## config.mk

```make
export PLATFORM = sky130hd
export DESIGN_NAME = cau_div_cell
export DESIGN_NICKNAME = d
export VERILOG_FILES = /design/src/rtl/cau_pkg.sv /design/src/rtl/cau_div_cell.sv
export SDC_FILE = /design/constraint.sdc
export NUM_CORES = 1
export LEC_CHECK = 0
export ABC_AREA = 1
export BUFFER_PORTS_ARGS = -buffer_cell sky130_fd_sc_hd__buf_2
export CORE_ASPECT_RATIO = 1.75
export CORE_MARGIN = 2
export CORE_UTILIZATION = 31
export CTS_CLUSTER_DIAMETER = 80
export DETAILED_ROUTE_END_ITERATION = 12
export RECOVER_POWER = 100
export SETUP_SLACK_MARGIN = 0.5
export SKIP_CTS_REPAIR_TIMING = 1
export SLEW_MARGIN = 20
export SYNTH_ARGS = -nofsm -noshare
export SYNTH_HDL_FRONTEND = slang
export SYNTH_SLANG_ARGS = --single-unit
```

## constraint.sdc

```tcl
create_clock -name clk -period 16 [get_ports clk]
set_input_delay 3.2 -clock clk [delete_from_list [all_inputs] [get_ports clk]]
set_output_delay 3.2 -clock clk [all_outputs]
set_load 0.005 [all_outputs]
```

## src/rtl/cau_pkg.sv

```systemverilog
package cau_pkg;

    // Width of the operation code on the request channel.
    localparam int KIND_BITS = 3;

    // Operation codes as they arrive on the kind field.
    localparam logic [KIND_BITS-1:0] KIND_ADD = 3'd0;
    localparam logic [KIND_BITS-1:0] KIND_SUB = 3'd1;
    localparam logic [KIND_BITS-1:0] KIND_MUL = 3'd2;
    localparam logic [KIND_BITS-1:0] KIND_DIV = 3'd3;
    localparam logic [KIND_BITS-1:0] KIND_CMP = 3'd4;

    // Decoded operation carried down the pipeline.
    typedef enum logic [2:0] {
        OP_ADD,
        OP_SUB,
        OP_MUL,
        OP_DIV,
        OP_CMP,
        OP_NONE
    } op_t;

    // Control and status that travel with every request.
    typedef struct packed {
        op_t  op;
        logic eq;
        logic dz;
        logic sat;
        logic ovf_re;
        logic ovf_im;
        logic neg_re;
        logic neg_im;
    } ctrl_t;

endpackage

```

## src/rtl/cau_div_cell.sv

```systemverilog
module cau_div_cell #(
    parameter int WORD_BITS = 32,
    parameter int BIT       = 0
) (
    input  logic                   clk,
    input  logic                   rst_n,
    input  logic                   in_valid,
    output logic                   in_ready,
    input  cau_pkg::ctrl_t         in_ctrl,
    input  logic [3*WORD_BITS:0]   in_rem_re,
    input  logic [3*WORD_BITS:0]   in_rem_im,
    input  logic [2*WORD_BITS-1:0] in_m,
    input  logic [WORD_BITS:0]     in_q_re,
    input  logic [WORD_BITS:0]     in_q_im,
    output logic                   out_valid,
    input  logic                   out_ready,
    output cau_pkg::ctrl_t         out_ctrl,
    output logic [3*WORD_BITS:0]   out_rem_re,
    output logic [3*WORD_BITS:0]   out_rem_im,
    output logic [2*WORD_BITS-1:0] out_m,
    output logic [WORD_BITS:0]     out_q_re,
    output logic [WORD_BITS:0]     out_q_im
);

    localparam int DW = 3 * WORD_BITS + 1;
    localparam int QW = WORD_BITS + 1;

    logic           valid_reg;
    cau_pkg::ctrl_t ctrl_reg;
    logic [DW-1:0]  md;
    logic           ge_re, ge_im, take;
    logic [DW-1:0]  rem_re_next, rem_im_next, rem_re_reg, rem_im_reg;
    logic [QW-1:0]  q_re_next, q_im_next, q_re_reg, q_im_reg;
    logic [2*WORD_BITS-1:0] m_reg;

    assign in_ready = !valid_reg || out_ready;

    // One restoring step: try to take the divisor at this quotient weight.
    always_comb
    begin
        md          = DW'(in_m) << BIT;
        take        = (in_ctrl.op == cau_pkg::OP_DIV);
        ge_re       = (in_rem_re >= md);
        ge_im       = (in_rem_im >= md);
        rem_re_next = (take && ge_re) ? (in_rem_re - md) : in_rem_re;
        rem_im_next = (take && ge_im) ? (in_rem_im - md) : in_rem_im;
        q_re_next   = in_q_re;
        q_im_next   = in_q_im;
        if (take)
        begin
            q_re_next[BIT] = ge_re;
            q_im_next[BIT] = ge_im;
        end
    end

    always_ff @(posedge clk or negedge rst_n)
    begin
        if (!rst_n)
            valid_reg <= 1'b0;
        else if (in_ready)
            valid_reg <= in_valid;
    end

    always_ff @(posedge clk)
    begin
        if (in_ready)
        begin
            ctrl_reg   <= in_ctrl;
            rem_re_reg <= rem_re_next;
            rem_im_reg <= rem_im_next;
            m_reg      <= in_m;
            q_re_reg   <= q_re_next;
            q_im_reg   <= q_im_next;
        end
    end

    assign out_valid  = valid_reg;
    assign out_ctrl   = ctrl_reg;
    assign out_rem_re = rem_re_reg;
    assign out_rem_im = rem_im_reg;
    assign out_m      = m_reg;
    assign out_q_re   = q_re_reg;
    assign out_q_im   = q_im_reg;

endmodule

```

==> flow_summary.yaml <==
outcome:
  outcome: "finished, violations left"
  violations: "max-capacitance violations, max-slew violations"
clock_network:
  cts_root_buffer: "clkbuf_16"
  clk_latency_ns: 0.58
  cts_max_level: 2
  cts_num_sinks: 335
  clk_pin_slew_ns: 0.06
  clk_path_buf_depth: 3
  cts_buffers: 37
  cts_tree: "yes"
pwr:
  p_per_area_mw_per_mm2: 82.4
  ir_worst_vdd_v: 0.0000632
  leakagePower_nw: 17.7
  fin_total_pwr_mw: 2.80
hold_path:
  hold_depth: 1
  holdPathEnd: "out_rem_im[6]$_DFFE_PP_"
  min-delay-start: "out_valid$_DFFE_PN0P_"
  hp-class: "register to register"
synthesis:
  synthTopCellsByArea: "edfxtp_1, nand2_1, inv_1"
  synth_top_cell_by_area: "edfxtp_1"
  synth_nets: 4963
  yosys.area.top_type_share_pct: 35.2
  synth_simple_gate_area_share_pct: 39.0
  synth.most_common_cell: "nand2_1"
  synth.ff_latch_count: 335
  avgSynthCellArea_sq_um: 6.34
  synthCells: 4495
  synthXorXnorAreaFrac_pct: 3.04
  synth_area_sq_mm: 0.0285
  synth.distinct_cells: 38
  synth_top_family_by_area: "simple AND/OR/NAND/NOR gates"
  synth_mux_area_share_pct: 0
  synth_ff_type: "edfxtp_1"
  synth.yosys.seq_area_share_pct: 35.3
  synthAdderAreaFrac_pct: 5.76
  synth-compound-area-share_pct: 3.90
  synth-async-reset-ratio_pct: 0.299
  synth.top_cells.by_count: "nand2_1, inv_1, nor2_1"
  synth_warnings: 0
  synth_edf_count: 334
sta:
  hold_slack_ns: 1.97
  slew_violations: 516
  setup_tns_ns: 0
  slew_headroom_pct: -131
  skew_ns: 0.0119
  grt_setup_unrepaired: "no"
  finalCriticalPeriod_ns: 11.02
  fin_crit_sh_pct: 68.9
  hold_violations: 0
  setup_viol_count_final: 0
  worst_slew_pin_slew_ns: 3.47
  max_freq_mhz: 90.7
global_route:
  grt_pass1_wl_um: 202000
  grt.overflow.total: 0
  grt_max_degree: 76
  antenna_found_initial: 25
  track_usage_pct: 30.2
  grt_pass1_vias: 30324
setup_path:
  cp-end-kind: "register"
  worst-setup-path-type: "input port to register"
  ff2ff_setup_slack_ns: 8.33
  crit_slowest_cell: "clkinvlp_2"
  path_cells: "clkbuf_1, inv_1, ha_1, inv_1, nor2_1, nand3_1, a21oi_1, nor2_1, nand2_1, inv_1, nand2_1, nor2_2, nand2_1, nand2_1, clkbuf_1, clkinvlp_2, nand2_1, nand2_1"
  r2r_cells: 4
  crit_path_start_kind: "input port"
  cp.required_ns: 16.30
  r2r_start: "out_valid$_DFFE_PN0P_"
  cp_max_fo: 49
  arrival_ns: 11.32
  cpPeakStageDelay_ns: 2.41
  rr_endpoint: "out_rem_im[55]$_DFFE_PP_"
  cp_common_cell: "nand2_1"
placement:
  place_area_sq_mm: 0.0332
  gp_congestion: 1.07
  io_buffer_count: 673
  hpwl_um: 129000
floorplan:
  die_h_um: 405
  fp.coreArea_sq_mm: 0.0914
  dieArea_sq_mm: 0.0944
  die_w_um: 233
  start_util_pct: 31.2
  num_io_pins: 674
  rows: 147
layout:
  drive_gt1_share_pct: 9.05
  nets: 5646
  syn_to_final_growth_pct: 19.3
  fin_util_pct: 37.2
  design_area_sq_mm: 0.0340
routing:
  ant_nets: 0
  first_pass_iters: 8
  via_count: 30387
  drtIter0Drc: 1974
  totalWireLength_um: 147000
  wire_per_inst_um: 22.9
  via_per_inst: 4.74
  drc: 0
job:
  cap_violations: 10
==> area by class of cell <==
cell class	count	area [sq um]
fill	10364	57400
multi-input combinational	3207	14700
sequential	335	10100
inverter	911	3420
timing repair buffer	686	3040
tap	1192	1490
clock buffer	41	941
clock inverter	24	300
antenna	12	30.0
==> power breakdown <==
part           total [mW]  internal, mW  switching (mW)  leakage, nW
Sequential           1.08          1.06          0.0271         3.38
Combinational       0.816         0.235           0.581         13.7
Clock               0.901         0.513           0.388        0.602
Total                2.80          1.81           0.996         17.7
==> layer usage <==
metal  track usage [%]  wire [um]  part of all wire [%]  vias to the layer above
li1                  -          -                     -                    15145
met1              28.8      49500                    34                    13751
met2              56.2      74900                    51                     1083
met3              4.53       7910                   5.4                      398
met4              25.0      14500                   9.9                       10
met5                 0         66                 0.045                        -
==> cell families (layout without fill, tap and decap cells) <==
logic type	count (synthesis)	after routing
AO/OA/AOI/OAI	218	218
XOR/XNOR	99	99
flip-flops	335	335
buffers and inverters	953	1662
adder cells (fa/ha/maj)	130	130
AND/OR/NAND/NOR	2760	2760
other	0	12
==> per-stage QoR <==
stage | cells | setup WS, ns
floorplan | 4495 | 2.50
global placement | 6331 | 8.68
detailed placement | 6331 | 8.66
CTS | 6396 | 8.72
global route | 6400 | 4.46
finish | 6408 | 4.98
==> worst max-delay path, delay by kind of cell <==
| kind | cells | cell delay (ns) |
|---|---|---|
| buffers and inverters | 6 | 4.68 |
| and+or+nand+nor | 10 | 2.79 |
| adders and majority gates | 1 | 0.44 |
| AOI/OAI and AO/OA | 1 | 0.06 |
==> state kept, by name (all words and copies together), names as in the netlist <==
register    count
out_ctrl       10
out_m          64
out_q_im       33
out_q_re       33
out_rem_im     97
out_rem_re     97
out_valid       1
==> cell usage in the layout (no fill, tap or decap), types with 98 or more instances in the layout <==
| master | Yosys | routed |
|---|---|---|
| o21ai_0 | 67 | 108 |
| inv_1 | 899 | 899 |
| nor2_1 | 421 | 421 |
| ha_1 | 128 | 128 |
| nand3_1 | 189 | 190 |
| clkbuf_1 | 6 | 321 |
| edfxtp_1 | 334 | 334 |
| a21oi_1 | 98 | 98 |
| nand2_1 | 1948 | 1952 |
| buf_2 | 22 | 361 |
==> worst max-delay path by stage <==
stage,start,to,slack [ns],cells after the start
after floorplan,out_ready,in_ready,2.50,2
after global placement,in_m[3],out_rem_im[9]$_DFFE_PP_,8.68,20
after detailed placement,in_m[3],out_rem_im[9]$_DFFE_PP_,8.66,20
after CTS,out_ready,in_ready,8.72,4
after global routing,in_m[63],out_rem_re[43]$_DFFE_PP_,4.46,18
final,in_m[63],out_rem_re[43]$_DFFE_PP_,4.98,18
Power figures use the tool's default switching activity.
