$ cat config.mk
export PLATFORM = sky130hd
export DESIGN_NAME = cau_finish
export DESIGN_NICKNAME = d
export VERILOG_FILES = /design/src/rtl/cau_pkg.sv /design/src/rtl/cau_finish.sv
export SDC_FILE = /design/constraint.sdc
export NUM_CORES = 1
export LEC_CHECK = 0
export ABC_AREA = 1
export BUFFER_PORTS_ARGS = -buffer_cell sky130_fd_sc_hd__buf_4
export CAP_MARGIN = 20
export CORE_UTILIZATION = 44
export CTS_CLUSTER_DIAMETER = 200
export DETAILED_ROUTE_END_ITERATION = 8
export PLACE_DENSITY = 0.81
export RECOVER_POWER = 25
export SYNTH_ARGS = -nofsm -noshare
export SYNTH_HDL_FRONTEND = slang
export SYNTH_SLANG_ARGS = --single-unit
$ cat constraint.sdc
create_clock -name clk -period 5.1 [get_ports clk]
set_clock_uncertainty 0.2 [all_clocks]
set_input_delay 1.275 -clock clk [delete_from_list [all_inputs] [get_ports clk]]
set_output_delay 1.275 -clock clk [all_outputs]
set_load 0.1 [all_outputs]
$ cat src/rtl/cau_pkg.sv
package cau_pkg;

    // Width of the operation code on the request channel.
    localparam int KIND_BITS = 3;

    // Operation codes as they arrive on the kind field.
    localparam logic [KIND_BITS-1:0] KIND_ADD = 3'd0;
    localparam logic [KIND_BITS-1:0] KIND_SUB = 3'd1;
    localparam logic [KIND_BITS-1:0] KIND_MUL = 3'd2;
    localparam logic [KIND_BITS-1:0] KIND_DIV = 3'd3;
    localparam logic [KIND_BITS-1:0] KIND_CMP = 3'd4;

    // Decoded operation carried down the pipeline.
    typedef enum logic [2:0] {
        OP_ADD,
        OP_SUB,
        OP_MUL,
        OP_DIV,
        OP_CMP,
        OP_NONE
    } op_t;

    // Control and status that travel with every request.
    typedef struct packed {
        op_t  op;
        logic eq;
        logic dz;
        logic sat;
        logic ovf_re;
        logic ovf_im;
        logic neg_re;
        logic neg_im;
    } ctrl_t;

endpackage

$ cat src/rtl/cau_finish.sv
module cau_finish #(
    parameter int WORD_BITS = 32
) (
    input  logic                        clk,
    input  logic                        rst_n,
    input  logic                        in_valid,
    output logic                        in_ready,
    input  cau_pkg::ctrl_t              in_ctrl,
    input  logic [WORD_BITS:0]          in_q_re,
    input  logic [WORD_BITS:0]          in_q_im,
    output logic                        out_valid,
    input  logic                        out_ready,
    output logic signed [WORD_BITS-1:0] res_re,
    output logic signed [WORD_BITS-1:0] res_im,
    output logic                        is_equal,
    output logic                        div_by_zero,
    output logic                        saturated
);

    localparam int W = WORD_BITS;
    localparam logic [W-1:0] MAXV = {1'b0, {(W-1){1'b1}}};
    localparam logic [W-1:0] MINV = {1'b1, {(W-1){1'b0}}};

    // True when a signed quotient magnitude leaves the word.
    function automatic logic q_ovf(input logic neg, input logic ovf, input logic [W:0] q);
        begin
            if (neg)
                return ovf || q[W] || (q[W-1] && (q[W-2:0] != '0));
            return ovf || q[W] || q[W-1];
        end
    endfunction

    // Apply the sign to a quotient magnitude and saturate.
    function automatic logic [W-1:0] q_word(input logic neg, input logic ovf,
                                            input logic [W:0] q);
        logic [W-1:0] r;
        begin
            if (q_ovf(neg, ovf, q))
                r = neg ? MINV : MAXV;
            else if (neg)
                r = -q[W-1:0];
            else
                r = q[W-1:0];
            return r;
        end
    endfunction

    logic         valid_reg;
    logic [W-1:0] re_next, im_next, re_reg, im_reg;
    logic         eq_next, dz_next, sat_next, eq_reg, dz_reg, sat_reg;

    assign in_ready = !valid_reg || out_ready;

    // Select the final words and flags for each operation.
    always_comb
    begin
        re_next  = in_q_re[W-1:0];
        im_next  = in_q_im[W-1:0];
        eq_next  = 1'b0;
        dz_next  = 1'b0;
        sat_next = in_ctrl.sat;
        case (in_ctrl.op)
            cau_pkg::OP_DIV:
            begin
                if (in_ctrl.dz)
                begin
                    re_next  = '0;
                    im_next  = '0;
                    dz_next  = 1'b1;
                    sat_next = 1'b0;
                end
                else
                begin
                    re_next  = q_word(in_ctrl.neg_re, in_ctrl.ovf_re, in_q_re);
                    im_next  = q_word(in_ctrl.neg_im, in_ctrl.ovf_im, in_q_im);
                    sat_next = q_ovf(in_ctrl.neg_re, in_ctrl.ovf_re, in_q_re)
                             || q_ovf(in_ctrl.neg_im, in_ctrl.ovf_im, in_q_im);
                end
            end
            cau_pkg::OP_CMP:
            begin
                re_next  = '0;
                im_next  = '0;
                eq_next  = in_ctrl.eq;
                sat_next = 1'b0;
            end
            cau_pkg::OP_NONE:
            begin
                re_next  = '0;
                im_next  = '0;
                sat_next = 1'b0;
            end
            default:
            begin
                sat_next = in_ctrl.sat;
            end
        endcase
    end

    always_ff @(posedge clk or negedge rst_n)
    begin
        if (!rst_n)
            valid_reg <= 1'b0;
        else if (in_ready)
            valid_reg <= in_valid;
    end

    always_ff @(posedge clk)
    begin
        if (in_ready)
        begin
            re_reg  <= re_next;
            im_reg  <= im_next;
            eq_reg  <= eq_next;
            dz_reg  <= dz_next;
            sat_reg <= sat_next;
        end
    end

    assign out_valid   = valid_reg;
    assign res_re      = re_reg;
    assign res_im      = im_reg;
    assign is_equal    = eq_reg;
    assign div_by_zero = dz_reg;
    assign saturated   = sat_reg;

endmodule

==> results of run 1 <==
[metrics by stage]
| stage | area, um^2 | util [%] | hold WS (ps) | total power [uW] | worst slack (ps) |
|---|---|---|---|---|---|
| 2_1_floorplan | 5050 | - | 779 | 1260 | 270 |
| 6_report | 6520 | 59.1 | 516 | 2120 | 1210 |
| 4_1_cts | 6560 | 59.5 | 493 | 2140 | 1740 |
| 3_3_place_gp | 6240 | 56.5 | 729 | 1440 | 1450 |
| 5_1_grt | 6520 | 59.1 | 513 | 2190 | 965 |
| 3_5_place_dp | 6240 | 56.5 | 743 | 1450 | 1430 |
[flip-flops by register name, summed over array words and instances, names as in the netlist]
| name | count |
|---|---|
| out_valid | 1 |
| res_re | 32 |
| div_by_zero | 1 |
| res_im | 32 |
| saturated | 1 |
| is_equal | 1 |
[power groups by stage]
stage | Sequential (uW) | Clock, uW | Combinational (uW)
final | 696 | 688 | 734
after global placement | 707 | 0 | 734
after CTS | 696 | 698 | 743
after floorplan | 1090 | 0 | 166
after global routing | 702 | 714 | 775
after detailed placement | 707 | 0 | 741
[synth_stat cells (8+ instances only)]
cell	instances	area, um^2
nand2_1	284	1070
nor2_1	132	495
edfxtp_1	67	2010
nand3_1	60	300
inv_1	52	195
o21ai_0	47	235
xor2_1	18	158
clkbuf_1	16	60.1
o21ai_1	10	50.1
nand4_1	9	56.3
xnor2_1	8	70.1
[kinds of logic after synthesis]
logic type	synth area share (%)
XOR/XNOR	4.51
adder cells (fa/ha/maj)	0.496
AND/OR/NAND/NOR	41.2
AO/OA/AOI/OAI	7.14
buffers and inverters	6.30
flip-flops	40.4
[worst max-delay path by stage]
stage | start | end | slack (ps)
floorplan | out_ready | in_ready | 270
global placement | in_q_re[0] | res_re[13] | 1450
detailed placement | in_q_re[0] | res_re[13] | 1430
CTS | in_q_re[0] | res_re[13] | 1740
global route | out_ready | res_im[1] | 960
finish | out_ready | res_im[2] | 1210
[layout make-up]
type / instances / share of cell area, %
clock buffers: 9 / 3.46
inverters: 52 / 3.00
flip-flops and latches: 68 / 31.3
clock inverters: 7 / 1.50
well taps: 140 / 2.69
multi-input cells: 604 / 41.3
repair buffers: 152 / 16.8
[layer usage]
metal  global-route usage (%)  wire length (um)  vias to the layer above
met5                        0                 0                        -
met3                     3.11              1220                       32
met4                     12.5               393                        0
met1                     32.4              6100                     2311
li1                         -                 -                     2687
met2                     41.6              6770                      239
==> results.cfg, run 1 <==
[clock_network]
path_clk_slew_ps = 60
ctsHoldBuffers = 0
tritoncts = yes
cts_max_level = 3
cts.sinks = 68
root_buffer = clkbuf_16
worst_skew_pair.late_latency_ps = 340
cts_buffer_depth = 2
cts_made_buffers = 9
post_cts_buffers = 0
cts_resized = 0

[global_route]
grt_pass1_vias = 4770
overflow = 0
antenna_found_initial = 0
grt_max_degree = 66
grt_pass1_wl_um = 22900
track_usage_pct = 25.2

[timing]
worstMarginPinSlew_ps = 1850
final_hold_viol_count = 0
setup_viol = 0
maxSlewViolCount = 35
rsz0062_at_grt = no
finalCritPeriodShare_pct = 76.3
tns_ps = 0
maxSlewHeadroom_pct = -23.1
period_minus_slack_ps = 3890
clock.fmax_ghz = 0.257

[power_and_ir_drop]
p_int_uw = 1270
p_sw_uw = 848
p_leak_uw = 0.00309
max-vdd-ir-drop_uv = 182
comb_power_share_pct = 34.7
p_seq_share_pct = 32.9
clockPowerShare_pct = 32.5
switching_share_pct = 40.0
power_density_nw_per_um2 = 325

[worst_setup_path]
critical_path.slowest_cell = clkbuf_1
r2r_slack_ps = 1880
cp_num_cells = 5
worst_setup_path_start_kind = input port
r2r-end = res_im[2]
critical_path_class = input port to flop
cp_slowest_stage_delay_ps = 1370
worstReg2RegStart = out_valid
cp-end-kind = flop
path_buf_inv = 4
rr_worst_depth = 3
cp.arrival_ps = 3660
crit_required_ps = 4870
crit_path_cell_trace = clkbuf_4 > inv_1 > nand2_1 > clkbuf_1 > buf_4
crit_family = buffers and inverters
crit_fanout = 35

[synth]
syn_avg_cell_area_um2 = 6.74
synth_cell_type_count = 29
synth-edff-count = 67
netlist_area_um2 = 5050
synth_flop_cell = edfxtp_1
synthesis.nets = 831
yosysWarnings = 0
async_flop_share_pct = 1.47
ys_seq_elements = 68
ys_seq_area_share_pct = 40.4
synthCells = 749

[placed_design]
dp_hpwl_um = 10600
dp_cells = 1015
place.gp.congestion = 0.903
port-buffer-count = 148

[cells_and_area]
fill_cells = 1068
layout_common_cells = nand2_1 (284), nor2_1 (132), buf_4 (131)
regArea_um2 = 2040
layout-drive-gt1-share_pct = 18.6
instances_no_fill = 1032
nNetsFinal = 969
area_growth_pct = 29.1
final_common_cell = nand2_1
multi_input_area_um2 = 2690
diodes = 0

[route]
drt_wl_total_um = 14500
drt_iter0_drc = 343
vias = 5269
drc = 0
drtAntennaViolNets = 0
routedWlPerCell_um = 14.0
via_per_inst = 5.11
drtPass1Iterations = 5

[min_path]
hp-class = input port to async pin

[die]
dieHeight_um = 109
die_x_um = 109
core_um2 = 11000
row_count = 38
pin_count = 149
dieArea_um2 = 11900
initial_utilization_pct = 45.8

[outcome]
violations = capacitance limit, slew limit
status = finished, violations left

[run]
cap_viol_max_count = 1
Note: power is estimated with default switching activity, not from simulation.
==> run 2: changes to the inputs <==
--- a/config.mk
+++ b/config.mk
@@ -5,7 +5,7 @@
 export SDC_FILE = /design/constraint.sdc
 export NUM_CORES = 1
 export LEC_CHECK = 0
-export ABC_AREA = 1
+export ABC_AREA = 0
 export BUFFER_PORTS_ARGS = -buffer_cell sky130_fd_sc_hd__buf_4
 export CAP_MARGIN = 20
 export CORE_UTILIZATION = 44
==> constraint.sdc (replaced) <==
create_clock -name clk -period 3.97 [get_ports clk]
set_clock_uncertainty 0.2 [all_clocks]
set_input_delay 0.9925 -clock clk [delete_from_list [all_inputs] [get_ports clk]]
set_output_delay 0.9925 -clock clk [all_outputs]
set_load 0.1 [all_outputs]
==> run 2 against run 1 <==
Net effect:
- the flow now finishes without violations
- synthesized area is 5.8% lower
- core utilization hardly changed
- power is 10% higher
- flip-flop and latch count stayed put
- setup slack worse by 630 ps
- combinational power is 25% higher
- design area is 5.5% lower
- via count is 3.5% lower
==> results.cfg, run 2 <==
[synth]
synth_cell_type_count = 53
syn_avg_cell_area_um2 = 8.97
synthTopCellsByArea = edfxtp_1 (42%), o21ai_0 (7.2%), a21o_1 (4.6%)
synth-edff-count = 67
synth_common_cells = o21ai_0 (68), edfxtp_1 (67), nand2_1 (36)
synth_flop_cell = edfxtp_1
async_flop_share_pct = 1.47
ys_seq_elements = 68
netlist_area_um2 = 4750
synth_top_area_share_pct = 42.3
yosysWarnings = 0
synthMostInstantiatedCell = o21ai_0
ys_seq_area_share_pct = 42.9
synthesis.nets = 612
synth_top_area_cell = edfxtp_1
synthCells = 530

[cells_and_area]
area_growth_pct = 29.5
layout_common_cells = buf_4 (143), o21ai_0 (68), edfxtp_1 (67)
final_common_cell = buf_4
nNetsFinal = 759
final_core_util_pct = 59.1
diodes = 0
design_area_um2 = 6160
layout-drive-gt1-share_pct = 25.2

[run]
cap_viol_max_count = 0

[worst_setup_path]
critical_path.slowest_cell = or4_1
worst_setup_path_start_kind = input port
r2r_slack_ps = 1140
crit_fanout = 5
path_buf_inv = 2
cp_slowest_stage_delay_ps = 670
crit_path_cell_trace = buf_4 > or4_1 > nor4_1 > and3_1 > a311o_1 > buf_4 > a21oi_1 > a211oi_1
critical_path_class = input port to flop
r2r-end = res_re[18]
cp-end-kind = flop
rr_worst_depth = 3
crit_required_ps = 3920
worstReg2RegStart = out_valid
crit_family = simple AND/OR/NAND/NOR gates
cp_common_cell = buf_4
cp.arrival_ps = 3340

[placed_design]
port-buffer-count = 148
post-place-ws_ps = 281
place.gp.congestion = 0.967
placed_cell_area_um2 = 6100
dp_hpwl_um = 11700

[global_route]
overflow = 0
grt_pass1_vias = 4583
grt_pass1_wl_um = 24400
antenna_found_initial = 0
grt_max_degree = 47
track_usage_pct = 28.3

[power_and_ir_drop]
switching_share_pct = 42.8
power_density_nw_per_um2 = 380
max-vdd-ir-drop_uv = 220
finalPower_uw = 2340
p_sw_uw = 1000
clockPowerShare_pct = 22.5
comb_power_share_pct = 39.3
p_int_uw = 1340
p_seq_share_pct = 38.3
p_leak_uw = 0.00252

[route]
routedWlPerCell_um = 19.5
vias = 5085
via_per_inst = 6.22
drt_wl_total_um = 15900
drt_iter0_drc = 401
drtAntennaViolNets = 0
drtPass1Iterations = 7
drc = 0

[clock_network]
cts_resized = 0
cts_made_buffers = 9
tritoncts = yes
cts_buffer_depth = 2
root_buffer = clkbuf_8
path_clk_slew_ps = 70
cts.sinks = 68
post_cts_buffers = 0
ctsHoldBuffers = 0
worst_skew_pair.late_latency_ps = 340
cts_max_level = 3

[die]
core_um2 = 10400
row_count = 37
die_x_um = 106
initial_utilization_pct = 45.6
pin_count = 149
dieHeight_um = 106
dieArea_um2 = 11200

[min_path]
hp-class = input port to async pin

[timing]
setup_ws_ps = 577
clock.fmax_ghz = 0.295
rsz0062_at_grt = no
final_hold_viol_count = 0
finalCritPeriodShare_pct = 85.5
period_minus_slack_ps = 3390
tns_ps = 0
worstMarginPinSlew_ps = 1280
maxSlewHeadroom_pct = 14.7
setup_viol = 0
maxSlewViolCount = 0

[outcome]
status = complete, no violations
## run 2: final cells by class
class,count,area (um^2)
tap,136,170
clock buffer,15,166
inverter,17,63.8
sequential,68,2040
clock inverter,1,7.51
multi-input combinational,408,2520
fill,951,4260
timing repair buffer,173,1190
## run 2: power by group through the flow
stage                     Clock [uW]  Combinational [uW]  Sequential [uW]
after floorplan                    0                 178             1410
after global placement             0                 929              910
after detailed placement           0                 936              912
after CTS                        538                 938              897
after global routing             566                 953              901
final                            525                 918              896
## run 2: metrics by stage
| step | hold WS [ps] | cells |
|---|---|---|
| after floorplan | 497 | 530 |
| after global placement | 568 | 802 |
| after detailed placement | 568 | 802 |
| after CTS | 202 | 818 |
| after global routing | 219 | 818 |
| final | 233 | 818 |
## run 2: cell families after synthesis
logic type,share of synthesized area (%)
compound gates,28.7
simple gates,21.6
flops,42.9
buf+inv,4.47
mux,1.58
fa+ha+maj,0.526
xor+xnor,0.184
## run 2: worst max-delay path by stage
stage | start | end | slack [ps] | cells after the start
after global routing | in_q_im[18] | res_im[4] | 420 | 8
final | in_q_im[18] | res_im[4] | 580 | 8
after global placement | in_q_im[12] | res_im[8] | 270 | 9
after floorplan | in_q_im[6] | res_im[15] | 410 | 7
after detailed placement | in_q_im[18] | res_im[4] | 280 | 8
after CTS | in_q_im[18] | res_im[4] | 630 | 8
## run 2: routing by layer
| metal | routed length, um | track usage, % | share of wire [%] | vias to the layer above |
|---|---|---|---|---|
| li1 | - | - | - | 2375 |
| met1 | 7090 | 41.3 | 44 | 2386 |
| met2 | 7010 | 41.1 | 44 | 283 |
| met3 | 1370 | 4.72 | 8.6 | 41 |
| met4 | 477 | 12.6 | 3.0 | 0 |
| met5 | 0 | 0 | 0 | - |
